<file path="src/hdl/pgc_pkg.sv">
// pgc_pkg: constants, item types and saturation value for the peak/gain calibration core.
// No dependencies; every other file of the block imports this package.
`default_nettype none

package pgc_pkg;

   localparam int NUM_CHANNELS_DEF = 4;   // default channel count of the core
   localparam int IN_CHANNELS      = 4;   // sample fields carried by one input item
   localparam int TOP_COUNT        = 4;   // peaks kept per channel
   localparam int SAMPLE_BITS      = 12;
   localparam int POS_BITS         = 12;
   localparam int CH_IDX_BITS      = 2;
   localparam int GAIN_SHIFT       = 10;
   localparam int AVG_SHIFT        = 2;   // log2 of TOP_COUNT
   localparam int SUM_BITS         = SAMPLE_BITS + AVG_SHIFT;
   localparam int GAIN_BITS        = SAMPLE_BITS + GAIN_SHIFT;

   // gain reported for a channel whose average is zero
   localparam logic [GAIN_BITS-1:0] GAIN_SAT =
      GAIN_BITS'(((1 << SAMPLE_BITS) - 1) << GAIN_SHIFT);

   typedef struct packed {
      logic [SAMPLE_BITS-1:0] sample_ch0;
      logic [SAMPLE_BITS-1:0] sample_ch1;
      logic [SAMPLE_BITS-1:0] sample_ch2;
      logic [SAMPLE_BITS-1:0] sample_ch3;
      logic [POS_BITS-1:0]    sweep_position;
      logic                   end_of_sweep;
   } req_item_type;

   typedef struct packed {
      logic [CH_IDX_BITS-1:0] channel_index;
      logic [SAMPLE_BITS-1:0] average_peak;
      logic [POS_BITS-1:0]    best_position;
      logic [GAIN_BITS-1:0]   norm_gain;
      logic                   zero_peak;
      logic                   last_result;
   } rsp_item_type;

endpackage

`default_nettype wire

</file>
<file path="src/hdl/pgc_if.sv">
// pgc_if: valid/ready channel interfaces for sweep items (req) and channel results (rsp).
// Depends on pgc_pkg for the item types.
`default_nettype none

interface pgc_req_if import pgc_pkg::*; ();
   logic         valid;
   logic         ready;
   req_item_type payload;

   modport source (output valid, output payload, input ready);
   modport sink   (input valid, input payload, output ready);
endinterface

interface pgc_rsp_if import pgc_pkg::*; ();
   logic         valid;
   logic         ready;
   rsp_item_type payload;

   modport source (output valid, output payload, input ready);
   modport sink   (input valid, input payload, output ready);
endinterface

`default_nettype wire

</file>
<file path="src/hdl/top_peak_gain_calibration_core.sv">
// top_peak_gain_calibration_core: per-channel top-four peak tracker with gain normalization.
// Depends on pgc_pkg, pgc_if (pgc_req_if, pgc_rsp_if) and pgc_divider.
//
//   channel  | dir | handshake            | item
//   ---------+-----+----------------------+------------------------------------------------
//   req_ch   | in  | valid/ready, sink    | four samples, sweep position, end-of-sweep flag
//   rsp_ch   | out | valid/ready, source  | one channel: average, best position, gain, flags
//
// A sweep item without the end flag is inserted and leaves the core idle; ready stays high while idle.
// An end item is inserted, then ST_AVG averages each channel and finds the reference; then per
// channel ST_START sets up the result, ST_DIV runs the serial divider when the average is nonzero,
// and ST_OUT holds the result until it is taken.
// Reset (synchronous) clears the peak tables and returns to idle; the tables clear again
// when the last channel's result is taken. A stalled result simply holds the sequencer.
`default_nettype none

module top_peak_gain_calibration_core import pgc_pkg::*; #(
   parameter int NUM_CHANNELS = NUM_CHANNELS_DEF
) (
   input wire logic  clock,
   input wire logic  reset,
   pgc_req_if.sink   req_ch,
   pgc_rsp_if.source rsp_ch
);

   localparam int CH_BITS = (NUM_CHANNELS > 1) ? $clog2(NUM_CHANNELS) : 1;
   localparam logic [CH_BITS-1:0] CH_LAST = CH_BITS'(NUM_CHANNELS - 1);

   // ST_AVG walks the channels for averages and the reference; ST_START/ST_DIV/ST_OUT
   // then walk them again for gain and output.
   typedef enum logic [2:0] {ST_IDLE, ST_AVG, ST_START, ST_DIV, ST_OUT} state_type;

   state_type              state_ff;
   logic [CH_BITS-1:0]     ch_ff;
   logic [SAMPLE_BITS-1:0] ref_ff;
   logic [SAMPLE_BITS-1:0] avg_ff [NUM_CHANNELS];
   rsp_item_type           rsp_ff;

   // kept peaks, descending per channel, with their sweep positions
   logic [SAMPLE_BITS-1:0] peak_val_ff [NUM_CHANNELS][TOP_COUNT];
   logic [POS_BITS-1:0]    peak_pos_ff [NUM_CHANNELS][TOP_COUNT];
   logic [SAMPLE_BITS-1:0] peak_val_in [NUM_CHANNELS][TOP_COUNT];
   logic [POS_BITS-1:0]    peak_pos_in [NUM_CHANNELS][TOP_COUNT];

   logic [SAMPLE_BITS-1:0] in_sample   [IN_CHANNELS];
   logic [SAMPLE_BITS-1:0] chan_sample [NUM_CHANNELS];
   logic [TOP_COUNT-1:0]   gt_w        [NUM_CHANNELS];

   logic [SUM_BITS-1:0]    sum_w;
   logic [SAMPLE_BITS-1:0] avg_w;
   logic                   req_fire;
   logic                   div_start;
   logic                   div_done;
   logic [GAIN_BITS-1:0]   div_quot;

   assign req_ch.ready = (state_ff == ST_IDLE);
   assign req_fire     = req_ch.valid && req_ch.ready;

   assign in_sample[0] = req_ch.payload.sample_ch0;
   assign in_sample[1] = req_ch.payload.sample_ch1;
   assign in_sample[2] = req_ch.payload.sample_ch2;
   assign in_sample[3] = req_ch.payload.sample_ch3;

   // channels beyond the carried samples see zero, which never enters a table
   for (genvar c = 0; c < NUM_CHANNELS; c++) begin : g_chan
      if (c < IN_CHANNELS) begin : g_live
         assign chan_sample[c] = in_sample[c];
      end else begin : g_idle
         assign chan_sample[c] = '0;
      end
   end

   // a sample enters at the first entry it strictly exceeds; gt_w is a suffix mask
   always_comb begin
      for (int c = 0; c < NUM_CHANNELS; c++) begin
         for (int i = 0; i < TOP_COUNT; i++) begin
            gt_w[c][i] = chan_sample[c] > peak_val_ff[c][i];
         end
      end
   end

   always_comb begin
      for (int c = 0; c < NUM_CHANNELS; c++) begin
         if (gt_w[c][0]) begin
            peak_val_in[c][0] = chan_sample[c];
            peak_pos_in[c][0] = req_ch.payload.sweep_position;
         end else begin
            peak_val_in[c][0] = peak_val_ff[c][0];
            peak_pos_in[c][0] = peak_pos_ff[c][0];
         end
         for (int i = 1; i < TOP_COUNT; i++) begin
            if (!gt_w[c][i]) begin
               peak_val_in[c][i] = peak_val_ff[c][i];
               peak_pos_in[c][i] = peak_pos_ff[c][i];
            end else if (!gt_w[c][i-1]) begin
               peak_val_in[c][i] = chan_sample[c];
               peak_pos_in[c][i] = req_ch.payload.sweep_position;
            end else begin
               peak_val_in[c][i] = peak_val_ff[c][i-1];
               peak_pos_in[c][i] = peak_pos_ff[c][i-1];
            end
         end
      end
   end

   // average of the selected channel: sum of the kept peaks, shifted down
   always_comb begin
      sum_w = '0;
      for (int i = 0; i < TOP_COUNT; i++) begin
         sum_w = sum_w + SUM_BITS'(peak_val_ff[ch_ff][i]);
      end
   end
   assign avg_w = sum_w[SUM_BITS-1:AVG_SHIFT];

   assign div_start = (state_ff == ST_START) && (avg_ff[ch_ff] != '0);

   pgc_divider u_divider (
      .clock    (clock),
      .reset    (reset),
      .start    (div_start),
      .dividend ({ref_ff, GAIN_SHIFT'(0)}),
      .divisor  (avg_ff[ch_ff]),
      .done     (div_done),
      .quotient (div_quot)
   );

   always_ff @(posedge clock) begin
      if (reset) begin
         state_ff    <= ST_IDLE;
         ch_ff       <= '0;
         peak_val_ff <= '{default: '0};
         peak_pos_ff <= '{default: '0};
      end else begin
         unique case (state_ff)
            ST_IDLE: begin
               if (req_fire) begin
                  peak_val_ff <= peak_val_in;
                  peak_pos_ff <= peak_pos_in;
                  if (req_ch.payload.end_of_sweep) begin
                     ref_ff   <= '0;
                     ch_ff    <= '0;
                     state_ff <= ST_AVG;
                  end
               end
            end
            ST_AVG: begin
               avg_ff[ch_ff] <= avg_w;
               if (avg_w > ref_ff) begin
                  ref_ff <= avg_w;
               end
               if (ch_ff == CH_LAST) begin
                  ch_ff    <= '0;
                  state_ff <= ST_START;
               end else begin
                  ch_ff <= ch_ff + 1'b1;
               end
            end
            ST_START: begin
               rsp_ff.channel_index <= CH_IDX_BITS'(ch_ff);
               rsp_ff.average_peak  <= avg_ff[ch_ff];
               rsp_ff.best_position <= peak_pos_ff[ch_ff][0];
               rsp_ff.last_result   <= (ch_ff == CH_LAST);
               if (avg_ff[ch_ff] == '0) begin
                  rsp_ff.norm_gain <= GAIN_SAT;
                  rsp_ff.zero_peak <= 1'b1;
                  state_ff         <= ST_OUT;
               end else begin
                  rsp_ff.zero_peak <= 1'b0;
                  state_ff         <= ST_DIV;
               end
            end
            ST_DIV: begin
               if (div_done) begin
                  rsp_ff.norm_gain <= div_quot;
                  state_ff         <= ST_OUT;
               end
            end
            ST_OUT: begin
               if (rsp_ch.ready) begin
                  if (ch_ff == CH_LAST) begin
                     // run complete: tables back to empty for the next sweep
                     peak_val_ff <= '{default: '0};
                     peak_pos_ff <= '{default: '0};
                     ch_ff       <= '0;
                     state_ff    <= ST_IDLE;
                  end else begin
                     ch_ff    <= ch_ff + 1'b1;
                     state_ff <= ST_START;
                  end
               end
            end
            default: state_ff <= ST_IDLE;
         endcase
      end
   end

   assign rsp_ch.valid   = (state_ff == ST_OUT);
   assign rsp_ch.payload = rsp_ff;

endmodule

`default_nettype wire

</file>
<file path="src/hdl/pgc_divider.sv">
// pgc_divider: restoring divider, one quotient bit per cycle, producing a GAIN_BITS-wide quotient.
// Depends on pgc_pkg for widths.
`default_nettype none

module pgc_divider import pgc_pkg::*; (
   input  wire logic                   clock,
   input  wire logic                   reset,
   input  wire logic                   start,
   input  wire logic [GAIN_BITS-1:0]   dividend,
   input  wire logic [SAMPLE_BITS-1:0] divisor,
   output logic                        done,
   output logic [GAIN_BITS-1:0]        quotient
);

   localparam int CNT_BITS = $clog2(GAIN_BITS);
   localparam logic [CNT_BITS-1:0] CNT_LAST = CNT_BITS'(GAIN_BITS - 1);

   typedef enum logic {DV_IDLE, DV_RUN} state_type;

   state_type              state_ff;
   logic [CNT_BITS-1:0]    cnt_ff;
   logic [SAMPLE_BITS-1:0] rem_ff;
   logic [SAMPLE_BITS-1:0] dsr_ff;
   logic [GAIN_BITS-1:0]   quo_ff;
   logic                   done_ff;

   logic [SAMPLE_BITS:0]   trial_w;
   logic [SAMPLE_BITS:0]   diff_w;
   logic                   fits_w;
   logic [SAMPLE_BITS-1:0] rem_in;
   logic [GAIN_BITS-1:0]   quo_in;

   // quo_ff shifts the dividend out at the top and the quotient in at the bottom
   assign trial_w = {rem_ff, quo_ff[GAIN_BITS-1]};
   assign diff_w  = trial_w - {1'b0, dsr_ff};
   assign fits_w  = trial_w >= {1'b0, dsr_ff};
   assign rem_in  = fits_w ? diff_w[SAMPLE_BITS-1:0] : trial_w[SAMPLE_BITS-1:0];
   assign quo_in  = {quo_ff[GAIN_BITS-2:0], fits_w};

   always_ff @(posedge clock) begin
      if (reset) begin
         state_ff <= DV_IDLE;
         done_ff  <= 1'b0;
      end else begin
         done_ff <= 1'b0;
         unique case (state_ff)
            DV_IDLE: begin
               if (start) begin
                  rem_ff   <= '0;
                  quo_ff   <= dividend;
                  dsr_ff   <= divisor;
                  cnt_ff   <= '0;
                  state_ff <= DV_RUN;
               end
            end
            DV_RUN: begin
               rem_ff <= rem_in;
               quo_ff <= quo_in;
               cnt_ff <= cnt_ff + 1'b1;
               if (cnt_ff == CNT_LAST) begin
                  done_ff  <= 1'b1;
                  state_ff <= DV_IDLE;
               end
            end
            default: state_ff <= DV_IDLE;
         endcase
      end
   end

   assign done     = done_ff;
   assign quotient = quo_ff;

endmodule

`default_nettype wire
</file>
<file path="src/flat_wrapper.sv">
// flat-port wrapper written by rule: the top's interface ports become plain ports
module top_peak_gain_calibration_core_flat import pgc_pkg::*;
#(
   parameter int NUM_CHANNELS = NUM_CHANNELS_DEF
)
  (clock, reset, req_ch_valid, req_ch_payload, req_ch_ready, rsp_ch_valid, rsp_ch_payload, rsp_ch_ready);
  pgc_req_if req_ch_i ();
  pgc_rsp_if rsp_ch_i ();
  input wire logic clock;
  input wire logic reset;
  input wire logic [$bits(req_ch_i.valid)-1:0] req_ch_valid;
  input wire logic [$bits(req_ch_i.payload)-1:0] req_ch_payload;
  output wire logic [$bits(req_ch_i.ready)-1:0] req_ch_ready;
  output wire logic [$bits(rsp_ch_i.valid)-1:0] rsp_ch_valid;
  output wire logic [$bits(rsp_ch_i.payload)-1:0] rsp_ch_payload;
  input wire logic [$bits(rsp_ch_i.ready)-1:0] rsp_ch_ready;
  assign req_ch_i.valid = req_ch_valid;
  assign req_ch_i.payload = req_ch_payload;
  assign req_ch_ready = req_ch_i.ready;
  assign rsp_ch_valid = rsp_ch_i.valid;
  assign rsp_ch_payload = rsp_ch_i.payload;
  assign rsp_ch_i.ready = rsp_ch_ready;
  top_peak_gain_calibration_core #(.NUM_CHANNELS(NUM_CHANNELS)) u_core (.clock(clock), .reset(reset), .req_ch(req_ch_i), .rsp_ch(rsp_ch_i));
endmodule
</file>
<file path="config.mk">
export PLATFORM = sky130hd
export DESIGN_NAME = top_peak_gain_calibration_core_flat
export DESIGN_NICKNAME = d
export VERILOG_FILES = /design/src/hdl/pgc_pkg.sv /design/src/hdl/pgc_if.sv /design/src/hdl/top_peak_gain_calibration_core.sv /design/src/hdl/pgc_divider.sv /design/src/flat_wrapper.sv
export SDC_FILE = /design/constraint.sdc
export NUM_CORES = 1
export LEC_CHECK = 0
export BUFFER_PORTS_ARGS = -buffer_cell sky130_fd_sc_hd__buf_2
export CORE_MARGIN = 3
export CORE_UTILIZATION = 55
export CTS_BUF_LIST = sky130_fd_sc_hd__clkbuf_4 sky130_fd_sc_hd__clkbuf_8 sky130_fd_sc_hd__clkbuf_16
export DETAILED_ROUTE_END_ITERATION = 6
export GPL_TIMING_DRIVEN = 0
export MAX_ROUTING_LAYER = met4
export PLACE_DENSITY = 0.72
export SLEW_MARGIN = 10
export SYNTH_ARGS = -nofsm -noshare
export SYNTH_HDL_FRONTEND = slang
export SYNTH_HIERARCHICAL = 1
export SYNTH_SLANG_ARGS = --single-unit
</file>
<file path="constraint.sdc">
create_clock -name clock -period 17.45 [get_ports clock]
set_clock_uncertainty 0.1 [all_clocks]
set_input_delay 0 -clock clock [delete_from_list [all_inputs] [get_ports clock]]
set_output_delay 0 -clock clock [all_outputs]
set_load 0.005 [all_outputs]
</file>
==> results of run 1 <==
-- cell families after synthesis --
family / share of synthesized area, %
mux: 10.8
fa+ha+maj: 12.9
compound gates: 17.4
flops: 37.1
buf+inv: 6.94
simple gates: 14.2
other cells: 0.0142
xor+xnor: 0.629
-- cell usage in the layout (no fill, tap or decap), drive strengths merged, types with 32 or more instances in the layout --
master and n:
a31oi 33, inv 291, dfxtp 249, a22o 41
o2bb2ai 96, mux2i 99, nand4 136, o211ai 99
edfxtp 161, mux4 72, nand2 65, a21oi 158
buf 168, ha 233, dlygate4sd3 64, clkbuf 204
o21ai 101, nor2 55, and3 72, nand3 193
nor2b 32
-- power by group --
group	total (W)	internal [W]	switching, W
registers	0.00133	0.00116	0.000166
clock network	0.000984	0.000578	0.000406
logic	0.00126	0.000462	0.000801
-- metal layers --
layer | track usage, % | part of all wire, % | wire length [um] | up-vias
met2 | 55.7 | 44 | 41200 | 1405
met4 | 17.1 | 5.0 | 4600 | 0
met1 | 48.4 | 40 | 36700 | 11600
met5 | - | 0 | 0 | -
met3 | 7.29 | 11 | 10300 | 319
li1 | - | - | - | 10700
-- flip-flops by register name (all words and copies together), names as in the netlist, named ones only --
register,cells
u_core/rsp_ch.payload,50
u_core/u_divider/done,1
u_core/u_divider/quotient,22
u_core/peak_pos_ff,48
u_core/ref_ff,12
u_core/u_divider/rem_ff,12
u_core/u_divider/dsr_ff,12
u_core/u_divider/cnt_ff,5
u_core/avg_ff,48
u_core/u_divider/state_ff,1
u_core/ch_ff,2
u_core/peak_val_ff,192
u_core/state_ff,3
-- metrics by stage --
step | utilization (%) | cell area, um2 | total power, W | hold WS (ps) | worst slack [ps]
6_report | 63.9 | 30100 | 0.00358 | 153 | 10070
4_1_cts | 63.9 | 30100 | 0.00354 | 116 | 10140
3_3_place_gp | 59.1 | 27800 | 0.00249 | 168 | 10270
3_5_place_dp | 59.3 | 27900 | 0.00255 | 200 | 10160
5_1_grt | 63.9 | 30100 | 0.00374 | 156 | 9790
2_1_floorplan | - | 26500 | 0.00210 | -22.1 | 11510
-- cell type report --
type	count	area (um2)	share of cell area, %
Sequential cell	410	9820	32.6
Clock buffer	71	1420	4.72
Buffer	182	757	2.52
Multi-Input combinational cell	1825	14800	49.4
Clock inverter	13	121	0.404
Tap cell	607	759	2.53
Antenna cell	5	12.5	0.0416
Inverter	287	1080	3.58
Timing Repair Buffer	183	1260	4.20
-- synthesized netlist by cell type (all sizes together) (41+ instances only) --
master / count / share of area [%]
mux2i: 99 / 3.7
a22o: 41 / 1.4
a21oi: 158 / 3.0
dfxtp: 249 / 19
mux4: 72 / 6.1
inv: 287 / 4.1
o211ai: 99 / 2.8
nand4: 136 / 3.2
edfxtp: 161 / 18
o2bb2ai: 96 / 3.2
ha: 233 / 11
o21ai: 101 / 1.9
and3: 72 / 1.7
nand2: 65 / 0.92
nor2: 55 / 0.79
buf: 49 / 0.96
nand3: 193 / 3.7
clkbuf: 133 / 1.9
-- worst paths after layout --
check | slack, ps | end | cells after the start | startpoint
setup / recovery | 10070 | u_core/ref_ff[5]$_SDFFCE_PP0P_ | 18 | u_core/ch_ff[0]$_SDFFE_PP0P_
setup reg to reg | 10070 | u_core/ref_ff[5]$_SDFFCE_PP0P_ | 18 | u_core/ch_ff[0]$_SDFFE_PP0P_
hold / removal | 150 | u_core/u_divider/done$_SDFF_PP0_ | 3 | reset
hold reg to reg | 380 | u_core/peak_pos_ff[95]$_SDFFE_PP0P_ | 2 | u_core/peak_pos_ff[95]$_SDFFE_PP0P_
-- worst max-delay path, cell delays in order (launching register included) --
cell and delay (ps):
dfxtp_1 450, buf_6 210, clkbuf_1 860, mux4_2 660
fa_1 480, fa_1 460, and2_0 200, and2_1 180
fa_1 400, a21o_1 170, a21oi_1 280, o21ai_0 190
a41oi_1 340, o21ai_0 480, ha_1 490, nand4_1 130
or2_2 320, o221ai_1 170, a21o_1 450
==> results.json, run 1 <==
{
  "grt_max_degree": 29,
  "grt_pass1_vias": 23300,
  "grt_util_all_layers_pct": 37.0,
  "fin_cells": 3583,
  "worst-setup-path-type": "reg -> reg",
  "insertion_delay_ps": 590,
  "grt_antenna_before_repair": 4,
  "drt_iter0_drc": 2958,
  "maxCapViolations": 0,
  "dr.pass1.iters": 6,
  "drt_wl_total_um": 92700,
  "vias": 24100,
  "start_util_pct": 56.2,
  "fmax_mhz": 135,
  "die_y_um": 225,
  "synth_area_mm2": 0.0264,
  "via_per_inst": 6.71,
  "drive_gt1_share_pct": 12.2,
  "drc": 0,
  "worst_ep_arrival_time_ps": 7510,
  "nNetsFinal": 3258,
  "min_period_ps": 7380,
  "cts.path.max_buffers": 3,
  "clk_pin_slew_worst_paths_ps": 60,
  "setup_viol": 0,
  "placed_cells": 3430,
  "hold_violations": 0,
  "synth_ff_type": "dfxtp_1",
  "status": "finished clean",
  "root_buffer": "clkbuf_16",
  "syn_inst": 2695,
  "io_pins": 117,
  "cts.repair.resized": 0,
  "fillCellCount": 3824,
  "post-dp-hpwl_um": 71500,
  "powerDensity_mw_per_mm2": 119,
  "ys_ff_latch": 410,
  "die-area_mm2": 0.0507,
  "ys_seq_area_share_pct": 37.1,
  "die_w_um": 225,
  "p_leak_nw": 11.5,
  "fin_tns_setup_ps": 0,
  "htreeDepth": 2,
  "yosys_warnings": 6,
  "portBuffers": 116,
  "grt_pass1_wl_um": 139000,
  "postCtsSetupRepairBufs": 0,
  "startpoint_type": "flip-flop",
  "critical_path.max_fanout": 12,
  "place.gp.congestion": 1.02,
  "synth_area_per_cell_um2": 9.81,
  "ir_worst_vdd_mv": 0.0720,
  "min_path_type": "in -> reg",
  "cts_tree": "yes",
  "rows": 79,
  "drv_slew": 0,
  "max_slew_margin_pct": 18.4,
  "syn2layout_area_growth_pct": 13.7,
  "numCtsBuffers": 46,
  "rsz0062_at_grt": "no",
  "coreArea_mm2": 0.0471,
  "postRouteAntennaNets": 0,
  "hold_buffers": 64,
  "asyncSetResetFlopFracSynth_pct": 0,
  "min_period_over_period_pct": 42.3,
  "endpoint_kind": "flip-flop",
  "clkSinkCount": 410,
  "post_drt_wl_per_cell_um": 25.9,
  "grt_remaining_overflow": 0,
  "ys_types": 78,
  "worstMarginPinSlew_ps": 1220,
  "required_ps": 17580,
  "synth-edff-count": 161
}
(Power assumes the default switching activity.)
==> inputs of run 2 (changes only) <==
Clock period 17.45 ns to 7.05 ns, I/O delays scaled along.
==> results.json, run 2 (synthesis results as in run 1) <==
{
  "status": "finished with violations",
  "violations": "design-rule violations",
  "grt_pass1_vias": 23300,
  "worstMarginPinSlew_ps": 1230,
  "timing.rr.start": "u_core/ch_ff[0]$_SDFFE_PP0P_",
  "maxCapViolations": 0,
  "hold_depth": 3,
  "clk_pin_slew_worst_paths_ps": 60,
  "regToRegSetupSlack_ps": 430,
  "portBuffers": 116,
  "clkSinkCount": 410,
  "drt_iter0_drc": 2899,
  "p_leak_nw": 11.5,
  "via_per_inst": 6.75,
  "fin_cells": 3582,
  "worstHoldStart": "reset",
  "coreArea_mm2": 0.0471,
  "required_ps": 7260,
  "rsz0062_at_grt": "no",
  "gr-max-usage-layer": "met2",
  "critical_path.max_fanout": 12,
  "grt_use_met1_pct": 48.6,
  "postPlaceCellArea_mm2": 0.0279,
  "startpoint_type": "flip-flop",
  "io_pins": 117,
  "grtUsageMet3_pct": 7.02,
  "switching_share_pct": 38.4,
  "hold_violations": 0,
  "p_int_w": 0.00546,
  "insertion_delay_ps": 590,
  "top_register": "u_core/peak_val_ff",
  "place.gp.congestion": 1.02,
  "worst-setup-path-type": "reg -> reg",
  "die_y_um": 225,
  "min_period_ps": 6620,
  "final.setup.worst_slack_ps": 434,
  "nNetsFinal": 3258,
  "min_period_over_period_pct": 93.8,
  "htreeDepth": 2,
  "dr.pass1.iters": 7,
  "max_slew_margin_pct": 18.0,
  "clkPwrFrac_pct": 27.5,
  "root_buffer": "clkbuf_16",
  "grt_pass1_wl_um": 139000,
  "die-area_mm2": 0.0507,
  "min_path_type": "in -> reg",
  "numCtsBuffers": 46,
  "placed_cells": 3430,
  "cts.path.max_buffers": 3,
  "fmax_mhz": 151,
  "final_cell_area_mm2": 0.0301,
  "grt_max_degree": 29,
  "grt_util_all_layers_pct": 37.0,
  "min_to": "u_core/u_divider/done$_SDFF_PP0_",
  "dp_slack_ps": -244,
  "powerDensity_mw_per_mm2": 294,
  "endpoint_kind": "flip-flop",
  "die_w_um": 225,
  "fin_util_pct": 64.0,
  "r2r-end": "u_core/ref_ff[5]$_SDFFCE_PP0P_",
  "p_switching_w": 0.00340,
  "final_cell_mix": "287 x inv_1, 249 x dfxtp_1, 233 x ha_1",
  "syn2layout_area_growth_pct": 13.8,
  "postCtsSetupRepairBufs": 0,
  "largest_reg_flops": 192,
  "drt_wl_total_um": 92800,
  "final_common_cell": "inv_1",
  "ff2ff_path_depth": 19,
  "start_util_pct": 56.2,
  "combPwrFrac_pct": 35.4,
  "drc": 1,
  "ir_worst_vdd_mv": 0.179,
  "p_seq_share_pct": 37.2,
  "grt_util_met2_pct": 55.9,
  "rows": 79,
  "drive_gt1_share_pct": 12.5,
  "post_drt_wl_per_cell_um": 25.9,
  "postRouteAntennaNets": 0,
  "grt_antenna_before_repair": 4,
  "post-dp-hpwl_um": 71500,
  "vias": 24200,
  "drv_slew": 0,
  "worst_ep_arrival_time_ps": 6830,
  "setup_viol": 0,
  "cts_tree": "yes",
  "fillCellCount": 3829,
  "grt_remaining_overflow": 0
}
## run 2: what timing repair did
item	in CTS	in global routing
resized for setup	4	8
hold buffers	64	0
endpoints found under the setup margin	12	12
hold endpoints to repair	289	0
## run 2: layer usage
metal  part of all wire (%)  vias to the layer above
met3                     11                      317
met4                    4.9                        0
met5                      0                        -
met2                     44                     1428
li1                       -                    10700
met1                     39                    11800
## run 2: cell type report
| cell class | count | area [um2] | share of cell area, % |
|---|---|---|---|
| sequential | 410 | 9820 | 32.6 |
| clock buffer | 71 | 1420 | 4.71 |
| tap | 607 | 759 | 2.52 |
| multi-input combinational | 1825 | 14900 | 49.4 |
| clock inverter | 13 | 121 | 0.403 |
| timing repair buffer | 183 | 1260 | 4.20 |
| inverter | 287 | 1080 | 3.58 |
| antenna | 4 | 10.0 | 0.0333 |
| buffer | 182 | 771 | 2.56 |
## run 2: power by group through the flow
| stage | Clock, W | Combinational, W | Sequential (W) |
|---|---|---|---|
| floorplan | 0 | 0.00212 | 0.00309 |
| detailed placement | 0 | 0.00301 | 0.00331 |
| global placement | 0 | 0.00287 | 0.00330 |
| finish | 0.00243 | 0.00313 | 0.00329 |
| CTS | 0.00246 | 0.00305 | 0.00326 |
| global route | 0.00255 | 0.00340 | 0.00330 |
## run 2: critical path: stages (launching register included)
cell	delay [ps]
dfxtp_1	460
buf_6	210
clkbuf_2	460
mux4_2	620
fa_1	480
fa_1	460
and2_0	200
and2_1	180
fa_1	400
a21o_1	170
a21oi_1	270
o21ai_0	180
a41oi_1	340
xnor2_1	460
ha_1	400
a21o_1	160
a21o_1	170
a21oi_1	160
o221ai_1	130
a21o_2	310
## run 2: per-stage QoR
step                total power, W  setup TNS (ps)  hold slack [ps]
finish                     0.00886               0              149
global route               0.00925               0              156
CTS                        0.00877               0              116
detailed placement         0.00631           -2920              200
global placement           0.00617           -1510              168
floorplan                  0.00521               0            -22.1
## run 2: worst max-delay path by stage
stage | slack [ps] | startpoint | to | cells after the start
final | 430 | u_core/ch_ff[0]$_SDFFE_PP0P_ | u_core/ref_ff[5]$_SDFFCE_PP0P_ | 19
after global routing | 160 | u_core/ch_ff[0]$_SDFFE_PP0P_ | u_core/ref_ff[6]$_SDFFCE_PP0P_ | 18
after CTS | 60 | u_core/ch_ff[1]$_SDFFE_PP0P_ | u_core/ref_ff[5]$_SDFFCE_PP0P_ | 20
after detailed placement | -240 | u_core/ch_ff[0]$_SDFFE_PP0P_ | u_core/ref_ff[3]$_SDFFCE_PP0P_ | 18
after global placement | -130 | u_core/ch_ff[0]$_SDFFE_PP0P_ | u_core/ref_ff[2]$_SDFFCE_PP0P_ | 18
after floorplan | 1110 | u_core/ch_ff[0]$_SDFFE_PP0P_ | u_core/ref_ff[0]$_SDFFCE_PP0P_ | 20
